<file path="src/design/assert_macros.svh">
// Assertion helpers shared by the design files.
`ifndef ASSERT_MACROS_SVH
`define ASSERT_MACROS_SVH

`ifndef ASSERT_OFF

// The property must hold at every rising edge outside reset.
`define ASSERT_ALWAYS(label, clk, rst_n, prop, msg) \
    label: assert property (@(posedge clk) disable iff (!rst_n) (prop)) else $error(msg);

// The condition must never be seen at a rising edge outside reset.
`define ASSERT_NEVER(label, clk, rst_n, cond, msg) \
    label: assert property (@(posedge clk) disable iff (!rst_n) !(cond)) else $error(msg);

`else

`define ASSERT_ALWAYS(label, clk, rst_n, prop, msg)
`define ASSERT_NEVER(label, clk, rst_n, cond, msg)

`endif

`endif

</file>
<file path="src/design/sst_queue.sv">
`include "assert_macros.svh"

module sst_queue
#(
    parameter int WIDTH = 8
)
(
    input  logic             clk,
    input  logic             rst_n,
    input  logic             in_valid,
    output logic             in_ready,
    input  logic [WIDTH-1:0] in_data,
    output logic             out_valid,
    input  logic             out_ready,
    output logic [WIDTH-1:0] out_data
);

    localparam logic [1:0] FULL_COUNT = 2'd2;

    logic [WIDTH-1:0] slot_reg [2];
    logic             wr_ptr_reg;
    logic             rd_ptr_reg;
    logic [1:0]       count_reg;
    logic             push;
    logic             pop;

    assign in_ready  = (count_reg != FULL_COUNT);
    assign out_valid = (count_reg != 2'd0);
    assign out_data  = slot_reg[rd_ptr_reg];
    assign push      = in_valid && in_ready;
    assign pop       = out_valid && out_ready;

    always_ff @(posedge clk)
    begin
        if (push)
        begin
            slot_reg[wr_ptr_reg] <= in_data;
        end
    end

    always_ff @(posedge clk or negedge rst_n)
    begin
        if (!rst_n)
        begin
            wr_ptr_reg <= 1'b0;
            rd_ptr_reg <= 1'b0;
            count_reg  <= 2'd0;
        end
        else
        begin
            if (push)
            begin
                wr_ptr_reg <= !wr_ptr_reg;
            end
            if (pop)
            begin
                rd_ptr_reg <= !rd_ptr_reg;
            end
            count_reg <= count_reg + {1'b0, push} - {1'b0, pop};
        end
    end

    `ASSERT_ALWAYS(a_count_bound, clk, rst_n, count_reg <= FULL_COUNT, "queue count beyond its depth")
    `ASSERT_ALWAYS(a_ptr_track, clk, rst_n, (count_reg == 2'd0 || count_reg == FULL_COUNT) |-> (wr_ptr_reg == rd_ptr_reg), "queue pointers disagree with count")

endmodule

</file>
<file path="config.mk">
export PLATFORM = sky130hd
export DESIGN_NAME = sst_queue
export DESIGN_NICKNAME = d
export VERILOG_FILES = /design/src/design/sst_queue.sv
export VERILOG_INCLUDE_DIRS = /design/src /design/src/design
export SDC_FILE = /design/constraint.sdc
export NUM_CORES = 1
export LEC_CHECK = 0
export ABC_AREA = 0
export ABC_CLOCK_PERIOD_IN_PS = 1700
export BUFFER_PORTS_ARGS = -buffer_cell sky130_fd_sc_hd__clkbuf_2
export CAP_MARGIN = 15
export CORE_ASPECT_RATIO = 0.9
export CORE_UTILIZATION = 49
export CTS_CLUSTER_DIAMETER = 50
export DETAILED_ROUTE_END_ITERATION = 8
export GPL_TIMING_DRIVEN = 0
export PLACE_DENSITY = 0.78
export SKIP_LAST_GASP = 1
export SYNTH_ARGS = -nofsm -noshare
export SYNTH_HDL_FRONTEND = slang
export SYNTH_SLANG_ARGS = --single-unit
</file>
<file path="constraint.sdc">
create_clock -name clk -period 1.7 [get_ports clk]
set_input_delay 0.17 -clock clk [delete_from_list [all_inputs] [get_ports clk]]
set_output_delay 0.17 -clock clk [all_outputs]
set_load 0.01 [all_outputs]
</file>
; Word-level counts from Yosys, hierarchy flattened
; Memory sizes are Yosys's and may differ from the RTL's.
; Index checks and enable logic that the tools add are counted.
[op_classes]
n_eq_ne = 1
reduce_logical = 5
addsub = 2
n_mux = 2
[ops]
columns = op, n
row1 = 2-bit by 1-bit adder with 2-bit output, 1
row2 = 1-bit logical AND, 2
row3 = 1-bit logical NOT, 2
row4 = 1-bit two-way mux, 2
row5 = "2-bit != test, second input constant", 1
row6 = 2-bit nonzero test, 1
row7 = 2-bit by 1-bit subtractor with 2-bit output, 1
[totals]
reg_bits = 4
in_bits = 12
ramBits = 16
out_inout_bits = 10
mem_count = 1
wordCells = 14
[memory_table]
columns = name, depth, width, rd, rd_ports_with_merged_regs, wr, line
row1 = slot_reg, 2, 8, 1, 0, 1, sst_queue.sv:20  ; logic [WIDTH-1:0] slot_reg [2];

; Logic depth before layout (Yosys ltp)
; Gate-level depths: netlist of the first run.
[logic_depth]
ltp_word = 4
mapped_depth = 5
mapped_depth_nobuf = 5

; Worst setup path before layout of the first run
; OpenSTA, ideal clock, no wires.
[synth_path]
kind = register -> register
start = register count_reg[0]
end = memory slot_reg[0][0] (enable)
n_path_buf = 0
setup_slack_ps = 257
arrival_ps = 1072
path_stages_with_launch = 4
synth_period_minus_slack_ps = 1443
setup_time_ps = 370
required_ps = 1330
cell_sequence = dfrtp_1 -> nand2b_1 -> nand2_1 -> nor2_1
[synth_between]
elab_chain_len = 4
[synth_rtl]
columns = element, line
row1 = "start, declared", sst_queue.sv:23  ; logic [1:0] count_reg;
row2 = "start signal, assigned", sst_queue.sv:59  ; count_reg <= count_reg + {1'b0, push} - {1'b0, pop};
row3 = 2-bit != test, sst_queue.sv:27  ; assign in_ready = (count_reg != FULL_COUNT);
row4 = via in_ready, sst_queue.sv:11  ; output logic in_ready,
row5 = 1-bit logical AND, sst_queue.sv:30  ; assign push = in_valid && in_ready;
row6 = 1-bit two-way mux, sst_queue.sv:35  ; if (push)
row7 = 1-bit two-way mux (implied by the code), sst_queue.sv:37  ; slot_reg[wr_ptr_reg] <= in_data;
row8 = "end, declared", sst_queue.sv:20
; The timed path passes the listed nets, and every way through them passes these cells.

; Worst setup path after layout of the first run
[layout_path]
start = register rd_ptr_reg
end = output port out_data[7]
[layout_between]
elab_chain_len = 1
[layout_rtl]
columns = element, line
row1 = "start, declared", sst_queue.sv:22  ; logic rd_ptr_reg;
row2 = "start signal, assigned", sst_queue.sv:57  ; rd_ptr_reg <= !rd_ptr_reg;
row3 = memory 2 x 8 bit, n/a
row4 = "end, declared", sst_queue.sv:15  ; output logic [WIDTH-1:0] out_data
; Every way passes these cells.

==> flow_results.xml, run 1 <==
<?xml version="1.0" encoding="UTF-8"?>
<metrics>
  <group name="status">
    <metric name="run_status" unit="">finished, final reports clean</metric>
  </group>
  <group name="drt">
    <metric name="detailroute.via_count" unit="">464</metric>
    <metric name="detail_route.wirelength" unit="um">1074</metric>
    <metric name="ant_nets" unit="">0</metric>
    <metric name="drcViolationCount" unit="">0</metric>
    <metric name="detail_route.first_pass.iterations" unit="">3</metric>
    <metric name="viasPerCell" unit="">4.936</metric>
    <metric name="drc_violation_total_after_the_first_tritonroute_iteration" unit="">3</metric>
    <metric name="wire_per_inst" unit="um">11.43</metric>
  </group>
  <group name="setup_path">
    <metric name="critical_path.startpoint_type" unit="">flip-flop</metric>
    <metric name="slowest_stage" unit="">sky130_fd_sc_hd__mux2_2</metric>
    <metric name="critical_path_class" unit="">flip-flop to output pin</metric>
    <metric name="rr_worst_depth" unit="">3</metric>
    <metric name="worst-endpoint-arrival" unit="ns">1.32</metric>
    <metric name="crit_path_max_fanout" unit="">9</metric>
    <metric name="cp_cell_sequence" unit="">buf_2 -&gt; mux2_2 -&gt; clkbuf_2</metric>
    <metric name="cp.required" unit="ns">1.53</metric>
    <metric name="critical_path_buffer_and_inverter_count" unit="">2</metric>
    <metric name="endpoint_kind" unit="">output pin</metric>
    <metric name="crit_cells" unit="">3</metric>
    <metric name="critical_path.top_delay_family" unit="">buffers and inverters</metric>
    <metric name="critical-path-max-stage-delay" unit="ns">0.36</metric>
  </group>
  <group name="power_and_ir_drop">
    <metric name="max-vdd-ir-drop" unit="uV">913.4</metric>
    <metric name="cell_internal_pwr" unit="mW">1.051</metric>
    <metric name="total_switching_power" unit="mW">0.4670</metric>
    <metric name="p_leak" unit="nW">0.3922</metric>
    <metric name="seqPwrFrac" unit="%">49.4</metric>
    <metric name="power_per_cell_area" unit="nW/um^2">1553</metric>
    <metric name="clock_network_power_share" unit="%">13.4</metric>
    <metric name="comb_power_share" unit="%">37.3</metric>
    <metric name="power_switching_share" unit="%">30.76</metric>
  </group>
  <group name="cells_and_area">
    <metric name="final_layout_size_suffix_gt1_share" unit="%">50.00</metric>
    <metric name="nets" unit="">87</metric>
    <metric name="layout_commonest_cell" unit="">sky130_fd_sc_hd__clkbuf_2</metric>
    <metric name="area.growth.synth_to_final" unit="%">20.71</metric>
    <metric name="most-common-layout-cells" unit="">sky130_fd_sc_hd__clkbuf_2 (21), sky130_fd_sc_hd__edfxtp_1 (16), sky130_fd_sc_hd__mux2_2 (8)</metric>
    <metric name="largest_register_ffs" unit="">16</metric>
    <metric name="fin_area" unit="um^2">977.2</metric>
    <metric name="fill_cells" unit="">131</metric>
    <metric name="insertedDiodeCount" unit="">0</metric>
  </group>
  <group name="clock_tree">
    <metric name="htree_num_levels" unit="">1</metric>
    <metric name="cts_buffers" unit="">3</metric>
    <metric name="cts-root-buf" unit="">sky130_fd_sc_hd__clkbuf_4</metric>
    <metric name="cts_post_setup_buffers_inserted" unit="">0</metric>
    <metric name="clkSinkCount" unit="">20</metric>
    <metric name="max-clock-path-buffers" unit="">2</metric>
    <metric name="clock_slew_seen_by_the_registers_of_the_worst_setup_and_hold_paths" unit="ns">0.10</metric>
    <metric name="tritoncts" unit="">yes</metric>
    <metric name="insertion_delay" unit="ns">0.29</metric>
  </group>
  <group name="timing">
    <metric name="period_minus_slack" unit="ns">1.489</metric>
    <metric name="summed_negative_setup_slack_over_all_endpoints" unit="ns">0</metric>
    <metric name="achievable-frequency" unit="MHz">671.5</metric>
    <metric name="final.setup.worst_slack" unit="ns">0.2107</metric>
    <metric name="fin_worst_hold_slack" unit="ns">0.06508</metric>
    <metric name="unrepaired_setup_endpoints_after_global_routing" unit="">no</metric>
    <metric name="worst-slew-pin-transition" unit="ns">0.4340</metric>
    <metric name="hold_violations" unit="">0</metric>
    <metric name="slew_violations" unit="">0</metric>
    <metric name="finalCritPeriodShare" unit="%">87.60</metric>
    <metric name="headroom_to_the_max_slew_limit" unit="%">71.03</metric>
    <metric name="setup_viol" unit="">0</metric>
    <metric name="worst_clock_skew" unit="ns">0.008084</metric>
  </group>
  <group name="yosys">
    <metric name="synth-xor-area-share" unit="%">3.246</metric>
    <metric name="synth_cell_type_count" unit="">17</metric>
    <metric name="post_synth_mux_area_share" unit="%">11.13</metric>
    <metric name="synthesis.yosys.warnings" unit="">0</metric>
    <metric name="synth_seq_cells" unit="">20</metric>
    <metric name="summed_instance_area_of_the_synthesized_netlist" unit="um^2">809.5</metric>
    <metric name="postSynthNetCount" unit="">60</metric>
    <metric name="yosys.area_share.simple" unit="%">8.037</metric>
    <metric name="seq_area_frac_synth" unit="%">71.72</metric>
    <metric name="synth-compound-area-share" unit="%">3.709</metric>
    <metric name="synth_top_family_by_area" unit="">multiplexers</metric>
    <metric name="syn-mean-instance-area" unit="um^2">17.22</metric>
    <metric name="synth-adder-area-share" unit="%">1.546</metric>
    <metric name="post_synth_inst_count" unit="">47</metric>
  </group>
  <group name="placed_design">
    <metric name="place_hpwl" unit="um">800.3</metric>
    <metric name="place.gp.congestion" unit="">0.8012</metric>
    <metric name="dpl_cell_area" unit="um^2">942.2</metric>
    <metric name="numPortBuffers" unit="">21</metric>
    <metric name="post-place-ws" unit="ns">0.07368</metric>
  </group>
  <group name="grt">
    <metric name="largest_net_degree_at_the_start_of_global_routing" unit="">11</metric>
    <metric name="grt_first_pass_wirelength" unit="um">1442</metric>
    <metric name="globalRoute.totalOverflow" unit="">0</metric>
    <metric name="via_count_of_the_first_global_routing_pass" unit="">355</metric>
    <metric name="grt_antenna_before_repair" unit="">0</metric>
    <metric name="global_route.usage.total" unit="%">12.45</metric>
  </group>
  <group name="die">
    <metric name="die_x" unit="um">44.85</metric>
    <metric name="die_h" unit="um">40.56</metric>
    <metric name="io_pins" unit="">22</metric>
    <metric name="placementRows" unit="">13</metric>
    <metric name="die-area" unit="um^2">1819</metric>
    <metric name="floorplan.initialDensity" unit="%">54.10</metric>
    <metric name="coreArea" unit="um^2">1496</metric>
  </group>
  <group name="min_path">
    <metric name="holdPathStages" unit="">1</metric>
    <metric name="worst_hold_path_type" unit="">input pin to flip-flop</metric>
  </group>
  <group name="flow_run">
    <metric name="maxCapViolations" unit="">0</metric>
  </group>
</metrics>
==> power by group through the flow <==
stage	logic [mW]	clock network (mW)	registers, mW
final	0.566	0.203	0.749
after global routing	0.617	0.221	0.769
after global placement	0.554	0	0.757
after CTS	0.578	0.209	0.750
after detailed placement	0.573	0	0.762
after floorplan	0.400	0	0.746
==> through the flow <==
stage	utilization [%]	power (mW)	instances
after global placement	62.96	1.311	90
after floorplan	-	1.145	47
after global routing	65.30	1.607	94
final	65.30	1.518	94
after detailed placement	62.96	1.334	90
after CTS	65.13	1.536	94
==> cells by family after synthesis <==
| family | count (synthesis) |
|---|---|
| buf+inv | 1 |
| xor+xnor | 3 |
| compound gates | 3 |
| simple gates | 11 |
| fa+ha+maj | 1 |
| flops | 20 |
| mux | 8 |
==> cell type report <==
| cell class | instances | area [um^2] | share of cell area (%) |
|---|---|---|---|
| repair buffers | 22 | 115.1 | 11.78 |
| multi-input cells | 26 | 226.5 | 23.18 |
| well taps | 22 | 27.53 | 2.817 |
| flip-flops and latches | 20 | 580.6 | 59.41 |
| plain buffers | 1 | 5.005 | 0.5122 |
| clock buffers | 3 | 22.52 | 2.305 |
==> path summary, 6_finish.rpt <==
kind                                             start                        to  slack, ns
worst min register to register  wr_ptr_reg$_DFFE_PN0P_    wr_ptr_reg$_DFFE_PN0P_       0.52
min in group asynchronous                        rst_n    wr_ptr_reg$_DFFE_PN0P_       0.21
max in group asynchronous                        rst_n    count_reg[1]$_DFF_PN0_       1.36
worst min-delay path                        in_data[6]  slot_reg[0][6]$_DFFE_PP_       0.07
worst max-delay path            rd_ptr_reg$_DFFE_PN0P_               out_data[7]       0.21
worst max register to register  count_reg[0]$_DFF_PN0_  slot_reg[0][0]$_DFFE_PP_       0.29
==> routing by layer <==
layer  GRT usage (%)  share of wire, %  vias to the layer above
met5               0                 0                        -
met4           4.545                 0                        0
met3           6.757               6.1                        0
met2           22.43                52                       15
met1           12.36                41                      219
li1                -                 -                      230
==> synth_stat cells <==
master                     number  area share [%]
sky130_fd_sc_hd__ha_1           1             1.5
sky130_fd_sc_hd__nand3_1        1            0.62
sky130_fd_sc_hd__o21ba_1        1             1.2
sky130_fd_sc_hd__edfxtp_1      16              59
sky130_fd_sc_hd__o21ai_0        1            0.62
sky130_fd_sc_hd__nand2_1        2            0.93
sky130_fd_sc_hd__dfrtp_1        4              12
sky130_fd_sc_hd__a311oi_2       1             1.9
sky130_fd_sc_hd__nor2_1         3             1.4
sky130_fd_sc_hd__and3_1         1            0.77
sky130_fd_sc_hd__xnor2_1        3             3.2
sky130_fd_sc_hd__nor2b_1        1            0.77
sky130_fd_sc_hd__buf_2          1            0.62
sky130_fd_sc_hd__or2_1          1            0.77
sky130_fd_sc_hd__mux2_2         8              11
sky130_fd_sc_hd__nand2b_1       1            0.77
sky130_fd_sc_hd__nor4bb_2       1             2.0
==> what timing repair did <==
| item | in CTS | in global routing |
|---|---|---|
| gates resized for setup | 0 | 1 |
| endpoints found under the setup margin | 0 | 8 |
| hold endpoints to repair | 4 | 0 |
| hold buffers | 1 | 0 |
Power figures use the tool's default switching activity.
==> inputs of run 2 (changes only) <==
--- a/config.mk
+++ b/config.mk
@@ -7,7 +7,7 @@
 export NUM_CORES = 1
 export LEC_CHECK = 0
 export ABC_AREA = 0
-export ABC_CLOCK_PERIOD_IN_PS = 1700
+export ABC_CLOCK_PERIOD_IN_PS = 1600
 export BUFFER_PORTS_ARGS = -buffer_cell sky130_fd_sc_hd__clkbuf_2
 export CAP_MARGIN = 15
 export CORE_ASPECT_RATIO = 0.9
==> constraint.sdc (replaced) <==
create_clock -name clk -period 1.6 [get_ports clk]
set_input_delay 0.16 -clock clk [delete_from_list [all_inputs] [get_ports clk]]
set_output_delay 0.16 -clock clk [all_outputs]
set_load 0.01 [all_outputs]
==> run 2 against run 1 <==
  * Largest power group unchanged
  * Cell count unchanged
  * First-iteration DRC count unchanged
  * Non-clock buffer count stayed put
==> flow_results.xml, run 2 (synthesis gave the netlist of run 1 again) <==
<?xml version="1.0" encoding="UTF-8"?>
<metrics>
  <group name="cells_and_area">
    <metric name="fin_area" unit="um^2">977.2</metric>
    <metric name="largest_register_ffs" unit="">16</metric>
    <metric name="layout_commonest_cell" unit="">sky130_fd_sc_hd__clkbuf_2</metric>
    <metric name="nets" unit="">87</metric>
    <metric name="insertedDiodeCount" unit="">0</metric>
    <metric name="final_layout_size_suffix_gt1_share" unit="%">50.00</metric>
    <metric name="area.growth.synth_to_final" unit="%">20.71</metric>
    <metric name="most-common-layout-cells" unit="">sky130_fd_sc_hd__clkbuf_2 (21), sky130_fd_sc_hd__edfxtp_1 (16), sky130_fd_sc_hd__mux2_2 (8)</metric>
  </group>
  <group name="min_path">
    <metric name="worst_hold_path_type" unit="">input pin to flip-flop</metric>
    <metric name="holdPathEnd" unit="">slot_reg[0][6]$_DFFE_PP_</metric>
    <metric name="timing.hold.worst.start" unit="">in_data[6]</metric>
    <metric name="holdPathStages" unit="">1</metric>
  </group>
  <group name="grt">
    <metric name="grt_antenna_before_repair" unit="">0</metric>
    <metric name="global_route.usage.total" unit="%">12.45</metric>
    <metric name="grt_first_pass_wirelength" unit="um">1442</metric>
    <metric name="via_count_of_the_first_global_routing_pass" unit="">355</metric>
    <metric name="largest_net_degree_at_the_start_of_global_routing" unit="">11</metric>
    <metric name="globalRoute.totalOverflow" unit="">0</metric>
  </group>
  <group name="clock_tree">
    <metric name="cts-root-buf" unit="">sky130_fd_sc_hd__clkbuf_4</metric>
    <metric name="clock_slew_seen_by_the_registers_of_the_worst_setup_and_hold_paths" unit="ns">0.10</metric>
    <metric name="insertion_delay" unit="ns">0.29</metric>
    <metric name="cts_buffers" unit="">3</metric>
    <metric name="clkSinkCount" unit="">20</metric>
    <metric name="max-clock-path-buffers" unit="">2</metric>
    <metric name="tritoncts" unit="">yes</metric>
    <metric name="htree_num_levels" unit="">1</metric>
  </group>
  <group name="placed_design">
    <metric name="place.gp.congestion" unit="">0.8012</metric>
    <metric name="place_hpwl" unit="um">800.3</metric>
    <metric name="dpl_cell_area" unit="um^2">942.2</metric>
    <metric name="numPortBuffers" unit="">21</metric>
  </group>
  <group name="setup_path">
    <metric name="cp.required" unit="ns">1.44</metric>
    <metric name="critical_path.startpoint_type" unit="">flip-flop</metric>
    <metric name="slowest_stage" unit="">sky130_fd_sc_hd__mux2_2</metric>
    <metric name="r2r_slack" unit="ns">0.19</metric>
    <metric name="critical-path-max-stage-delay" unit="ns">0.36</metric>
    <metric name="worst-endpoint-arrival" unit="ns">1.32</metric>
    <metric name="cp_cell_sequence" unit="">buf_2 -&gt; mux2_2 -&gt; clkbuf_2</metric>
    <metric name="rr_worst_depth" unit="">3</metric>
    <metric name="rr_endpoint" unit="">slot_reg[0][0]$_DFFE_PP_</metric>
    <metric name="critical_path.reg2reg.startpoint" unit="">count_reg[0]$_DFF_PN0_</metric>
    <metric name="crit_path_max_fanout" unit="">9</metric>
    <metric name="endpoint_kind" unit="">output pin</metric>
    <metric name="critical_path_class" unit="">flip-flop to output pin</metric>
  </group>
  <group name="drt">
    <metric name="drc_violation_total_after_the_first_tritonroute_iteration" unit="">3</metric>
    <metric name="detail_route.wirelength" unit="um">1072</metric>
    <metric name="drcViolationCount" unit="">0</metric>
    <metric name="wire_per_inst" unit="um">11.40</metric>
    <metric name="detail_route.first_pass.iterations" unit="">3</metric>
    <metric name="viasPerCell" unit="">4.957</metric>
    <metric name="ant_nets" unit="">0</metric>
    <metric name="detailroute.via_count" unit="">466</metric>
  </group>
  <group name="flow_run">
    <metric name="maxCapViolations" unit="">0</metric>
  </group>
  <group name="timing">
    <metric name="worst_clock_skew" unit="ns">0.007548</metric>
    <metric name="headroom_to_the_max_slew_limit" unit="%">71.31</metric>
    <metric name="worst-slew-pin-transition" unit="ns">0.4299</metric>
    <metric name="achievable-frequency" unit="MHz">676.0</metric>
    <metric name="finalCritPeriodShare" unit="%">92.46</metric>
    <metric name="hold_violations" unit="">0</metric>
    <metric name="setup_viol" unit="">0</metric>
    <metric name="unrepaired_setup_endpoints_after_global_routing" unit="">no</metric>
    <metric name="fin_worst_hold_slack" unit="ns">0.05574</metric>
    <metric name="slew_violations" unit="">0</metric>
    <metric name="period_minus_slack" unit="ns">1.479</metric>
  </group>
  <group name="die">
    <metric name="die-area" unit="um^2">1819</metric>
    <metric name="coreArea" unit="um^2">1496</metric>
    <metric name="die_x" unit="um">44.85</metric>
    <metric name="placementRows" unit="">13</metric>
    <metric name="die_h" unit="um">40.56</metric>
    <metric name="floorplan.initialDensity" unit="%">54.10</metric>
    <metric name="io_pins" unit="">22</metric>
  </group>
  <group name="power_and_ir_drop">
    <metric name="p_leak" unit="nW">0.3922</metric>
    <metric name="max-vdd-ir-drop" unit="uV">969.3</metric>
    <metric name="power_per_cell_area" unit="nW/um^2">1650</metric>
  </group>
  <group name="status">
    <metric name="run_status" unit="">finished, final reports clean</metric>
  </group>
</metrics>
run 2: worst max path at each step:
| stage | startpoint | endpoint | slack, ns | cells after the start |
|---|---|---|---|---|
| 2_1_floorplan | count_reg[0]$_DFF_PN0_ | slot_reg[0][0]$_DFFE_PP_ | 0.16 | 3 |
| 3_3_place_gp | count_reg[0]$_DFF_PN0_ | slot_reg[0][0]$_DFFE_PP_ | 0.02 | 3 |
| 3_5_place_dp | count_reg[0]$_DFF_PN0_ | slot_reg[0][1]$_DFFE_PP_ | -0.03 | 3 |
| 4_1_cts | rd_ptr_reg$_DFFE_PN0P_ | out_data[7] | 0.09 | 3 |
| 5_1_grt | rd_ptr_reg$_DFFE_PN0P_ | out_data[6] | 0.05 | 3 |
| 6_report | rd_ptr_reg$_DFFE_PN0P_ | out_data[7] | 0.12 | 3 |
run 2: cell type report:
class / count / area, um^2
fill: 131 / 519.2
clock buffer: 3 / 22.52
sequential: 20 / 580.6
multi-input combinational: 26 / 226.5
tap: 22 / 27.53
timing repair buffer: 22 / 115.1
buffer: 1 / 5.005
run 2: critical path, delay by kind of cell, from the launching register on:
kind | cells | cell delay, ns
flip-flops | 1 | 0.32
multiplexers | 1 | 0.36
buffers and inverters | 2 | 0.36
run 2: stage by stage:
step	power [mW]	setup slack, ns	instances	TNS (ns)	utilization (%)
floorplan	1.217	0.1575	47	0	-
global placement	1.393	0.01584	90	0	62.96
detailed placement	1.418	-0.02632	90	-0.2079	62.96
CTS	1.636	0.09354	94	0	65.30
global route	1.707	0.04701	94	0	65.30
finish	1.612	0.1207	94	0	65.30
run 2: what timing repair did:
action | CTS | global route
gates resized for setup | 1 | 0
buffers inserted | 0 | 0
hold endpoints to repair | 4 | 0
setup endpoints to repair | 8 | 0
hold buffers | 1 | 0
run 2: power breakdown:
group | switching (mW) | total [mW] | internal, mW
Clock | 0.128 | 0.215 | 0.0874
Sequential | 0.0704 | 0.796 | 0.726
Combinational | 0.298 | 0.601 | 0.303
run 2: layer usage:
layer  routed length (um)  share of wire [%]  track usage [%]
met1                  442                 41            12.36
met2                  563                 53            22.43
met3                   66                6.2            6.757
met4                    0                  0            4.545
met5                    0                  0                0
==> inputs of run 3 (changes only) <==
--- a/config.mk
+++ b/config.mk
@@ -16,6 +16,7 @@
 export DETAILED_ROUTE_END_ITERATION = 8
 export GPL_TIMING_DRIVEN = 0
 export PLACE_DENSITY = 0.78
+export SETUP_SLACK_MARGIN = 0.5
 export SKIP_LAST_GASP = 1
 export SYNTH_ARGS = -nofsm -noshare
 export SYNTH_HDL_FRONTEND = slang
==> run 3 against run 2 <==
  * Maximum frequency is 4.8% higher
  * Largest power group is now combinational cells
  * First-iteration DRC count is 130% higher
  * Sequential power is 2.6% higher
  * Register-to-register slack better by 0.14 ns
  * Clock power is 6% higher
  * Combinational power is 58% higher
  * Via count is 10% higher
  * Critical path type unchanged
  * Flip-flop and latch count stayed put
  * Worst hold slack better by 0.0040 ns
  * Clock skew is 0.0014 ns lower
==> flow_results.xml, run 3 (synthesis gave the netlist of run 1 again) <==
<?xml version="1.0" encoding="UTF-8"?>
<metrics>
  <group name="grt">
    <metric name="global_route.usage.total" unit="%">19.16</metric>
    <metric name="largest_net_degree_at_the_start_of_global_routing" unit="">12</metric>
    <metric name="grt_antenna_before_repair" unit="">0</metric>
    <metric name="grt_first_pass_wirelength" unit="um">2208</metric>
    <metric name="via_count_of_the_first_global_routing_pass" unit="">498</metric>
    <metric name="globalRoute.totalOverflow" unit="">0</metric>
  </group>
  <group name="status">
    <metric name="run_status" unit="">finished, final reports clean</metric>
  </group>
  <group name="power_and_ir_drop">
    <metric name="power_per_cell_area" unit="nW/um^2">1767</metric>
    <metric name="p_leak" unit="nW">0.4673</metric>
    <metric name="max-vdd-ir-drop" unit="uV">1253</metric>
  </group>
  <group name="drt">
    <metric name="detailroute.via_count" unit="">514</metric>
    <metric name="drcViolationCount" unit="">0</metric>
    <metric name="detail_route.first_pass.iterations" unit="">7</metric>
    <metric name="wire_per_inst" unit="um">14.68</metric>
    <metric name="ant_nets" unit="">0</metric>
    <metric name="drc_violation_total_after_the_first_tritonroute_iteration" unit="">7</metric>
    <metric name="detail_route.wirelength" unit="um">1541</metric>
    <metric name="viasPerCell" unit="">4.895</metric>
  </group>
  <group name="clock_tree">
    <metric name="clock_slew_seen_by_the_registers_of_the_worst_setup_and_hold_paths" unit="ns">0.11</metric>
    <metric name="tritoncts" unit="">yes</metric>
    <metric name="cts_buffers" unit="">3</metric>
    <metric name="htree_num_levels" unit="">1</metric>
    <metric name="clkSinkCount" unit="">20</metric>
    <metric name="max-clock-path-buffers" unit="">2</metric>
    <metric name="insertion_delay" unit="ns">0.28</metric>
    <metric name="cts-root-buf" unit="">sky130_fd_sc_hd__clkbuf_4</metric>
  </group>
  <group name="cells_and_area">
    <metric name="nets" unit="">97</metric>
    <metric name="most-common-layout-cells" unit="">sky130_fd_sc_hd__clkbuf_2 (20), sky130_fd_sc_hd__edfxtp_1 (16), sky130_fd_sc_hd__buf_4 (9)</metric>
    <metric name="final_layout_size_suffix_gt1_share" unit="%">62.65</metric>
    <metric name="layout_commonest_cell" unit="">sky130_fd_sc_hd__clkbuf_2</metric>
    <metric name="largest_register_ffs" unit="">16</metric>
    <metric name="area.growth.synth_to_final" unit="%">39.26</metric>
    <metric name="insertedDiodeCount" unit="">0</metric>
  </group>
  <group name="die">
    <metric name="floorplan.initialDensity" unit="%">54.10</metric>
    <metric name="die-area" unit="um^2">1819</metric>
    <metric name="die_h" unit="um">40.56</metric>
    <metric name="die_x" unit="um">44.85</metric>
    <metric name="io_pins" unit="">22</metric>
    <metric name="coreArea" unit="um^2">1496</metric>
    <metric name="placementRows" unit="">13</metric>
  </group>
  <group name="flow_run">
    <metric name="maxCapViolations" unit="">0</metric>
  </group>
  <group name="placed_design">
    <metric name="numPortBuffers" unit="">21</metric>
    <metric name="place.gp.congestion" unit="">0.7021</metric>
    <metric name="post-place-ws" unit="ns">0.3261</metric>
  </group>
  <group name="timing">
    <metric name="setup_viol" unit="">0</metric>
    <metric name="unrepaired_setup_endpoints_after_global_routing" unit="">yes</metric>
    <metric name="hold_violations" unit="">0</metric>
    <metric name="period_minus_slack" unit="ns">1.411</metric>
    <metric name="worst_clock_skew" unit="ns">0.006108</metric>
    <metric name="summed_negative_setup_slack_over_all_endpoints" unit="ns">0</metric>
    <metric name="headroom_to_the_max_slew_limit" unit="%">81.81</metric>
    <metric name="achievable-frequency" unit="MHz">708.5</metric>
    <metric name="worst-slew-pin-transition" unit="ns">0.2724</metric>
    <metric name="finalCritPeriodShare" unit="%">88.21</metric>
    <metric name="final.setup.worst_slack" unit="ns">0.1886</metric>
    <metric name="slew_violations" unit="">0</metric>
  </group>
  <group name="min_path">
    <metric name="worst_hold_path_type" unit="">input pin to flip-flop</metric>
  </group>
  <group name="setup_path">
    <metric name="critical_path.startpoint_type" unit="">flip-flop</metric>
    <metric name="endpoint_kind" unit="">output pin</metric>
    <metric name="worst-endpoint-arrival" unit="ns">1.25</metric>
    <metric name="r2r_slack" unit="ns">0.33</metric>
    <metric name="crit_path_max_fanout" unit="">9</metric>
    <metric name="cp.required" unit="ns">1.44</metric>
    <metric name="critical_path_class" unit="">flip-flop to output pin</metric>
  </group>
</metrics>
run 3: power breakdown:
group | switching [mW] | internal, mW | leakage, nW
combinational | 0.411 | 0.537 | 0.258
sequential | 0.0861 | 0.731 | 0.194
clock | 0.136 | 0.0904 | 0.0154
total | 0.634 | 1.36 | 0.467
run 3: timing repair:
| item | CTS | global route |
|---|---|---|
| setup endpoints to repair | 28 | 28 |
| cloned | 0 | 0 |
| endpoints found under the hold margin | 4 | 0 |
| pin swaps | 2 | 1 |
| hold buffers | 1 | 0 |
| setup buffers | 6 | 4 |
| gates resized for setup | 4 | 4 |
run 3: final cells by class:
type / instances / area, um^2
Clock buffer: 3 / 22.52
Timing Repair Buffer: 32 / 200.2
Sequential cell: 20 / 583.1
Fill cell: 107 / 369.1
Clock inverter: 1 / 3.754
Multi-Input combinational cell: 26 / 279.0
Buffer: 1 / 11.26
Tap cell: 22 / 27.53
run 3: per-layer routing:
layer / GRT usage (%) / up-vias / part of all wire [%]
met5: 0 / - / 0
li1: - / 248 / -
met4: 12.88 / 0 / 3.0
met2: 33.46 / 13 / 53
met3: 5.856 / 6 / 3.2
met1: 20.52 / 247 / 40
run 3: final timing paths:
path,start,endpoint,depth (start not counted)
max,rd_ptr_reg$_DFFE_PN0P_,out_data[1],3
min,in_data[3],slot_reg[0][3]$_DFFE_PP_,1
max reg2reg,count_reg[1]$_DFF_PN0_,slot_reg[0][4]$_DFFE_PP_,4
min reg2reg,wr_ptr_reg$_DFFE_PN0P_,wr_ptr_reg$_DFFE_PN0P_,1
max in group asynchronous,rst_n,count_reg[0]$_DFF_PN0_,2
min in group asynchronous,rst_n,count_reg[1]$_DFF_PN0_,2
run 3: metrics by stage:
step	utilization, %	std cells	instance area [um^2]	total power, mW	hold slack (ns)
after floorplan	-	47	845.8	1.284	-0.1356
after detailed placement	65.38	90	978.4	1.492	-0.02676
final	75.33	105	1127	1.992	0.05974
after CTS	71.91	101	1076	1.848	0.04894
after global placement	65.38	90	978.4	1.468	-0.02702
after global routing	75.33	105	1127	2.108	0.03662
run 3: critical path: stages (launching register included):
cell and delay, ns:
sky130_fd_sc_hd__dfrtp_1 0.35, sky130_fd_sc_hd__buf_6 0.14, sky130_fd_sc_hd__mux2_2 0.35, sky130_fd_sc_hd__clkbuf_2 0.13
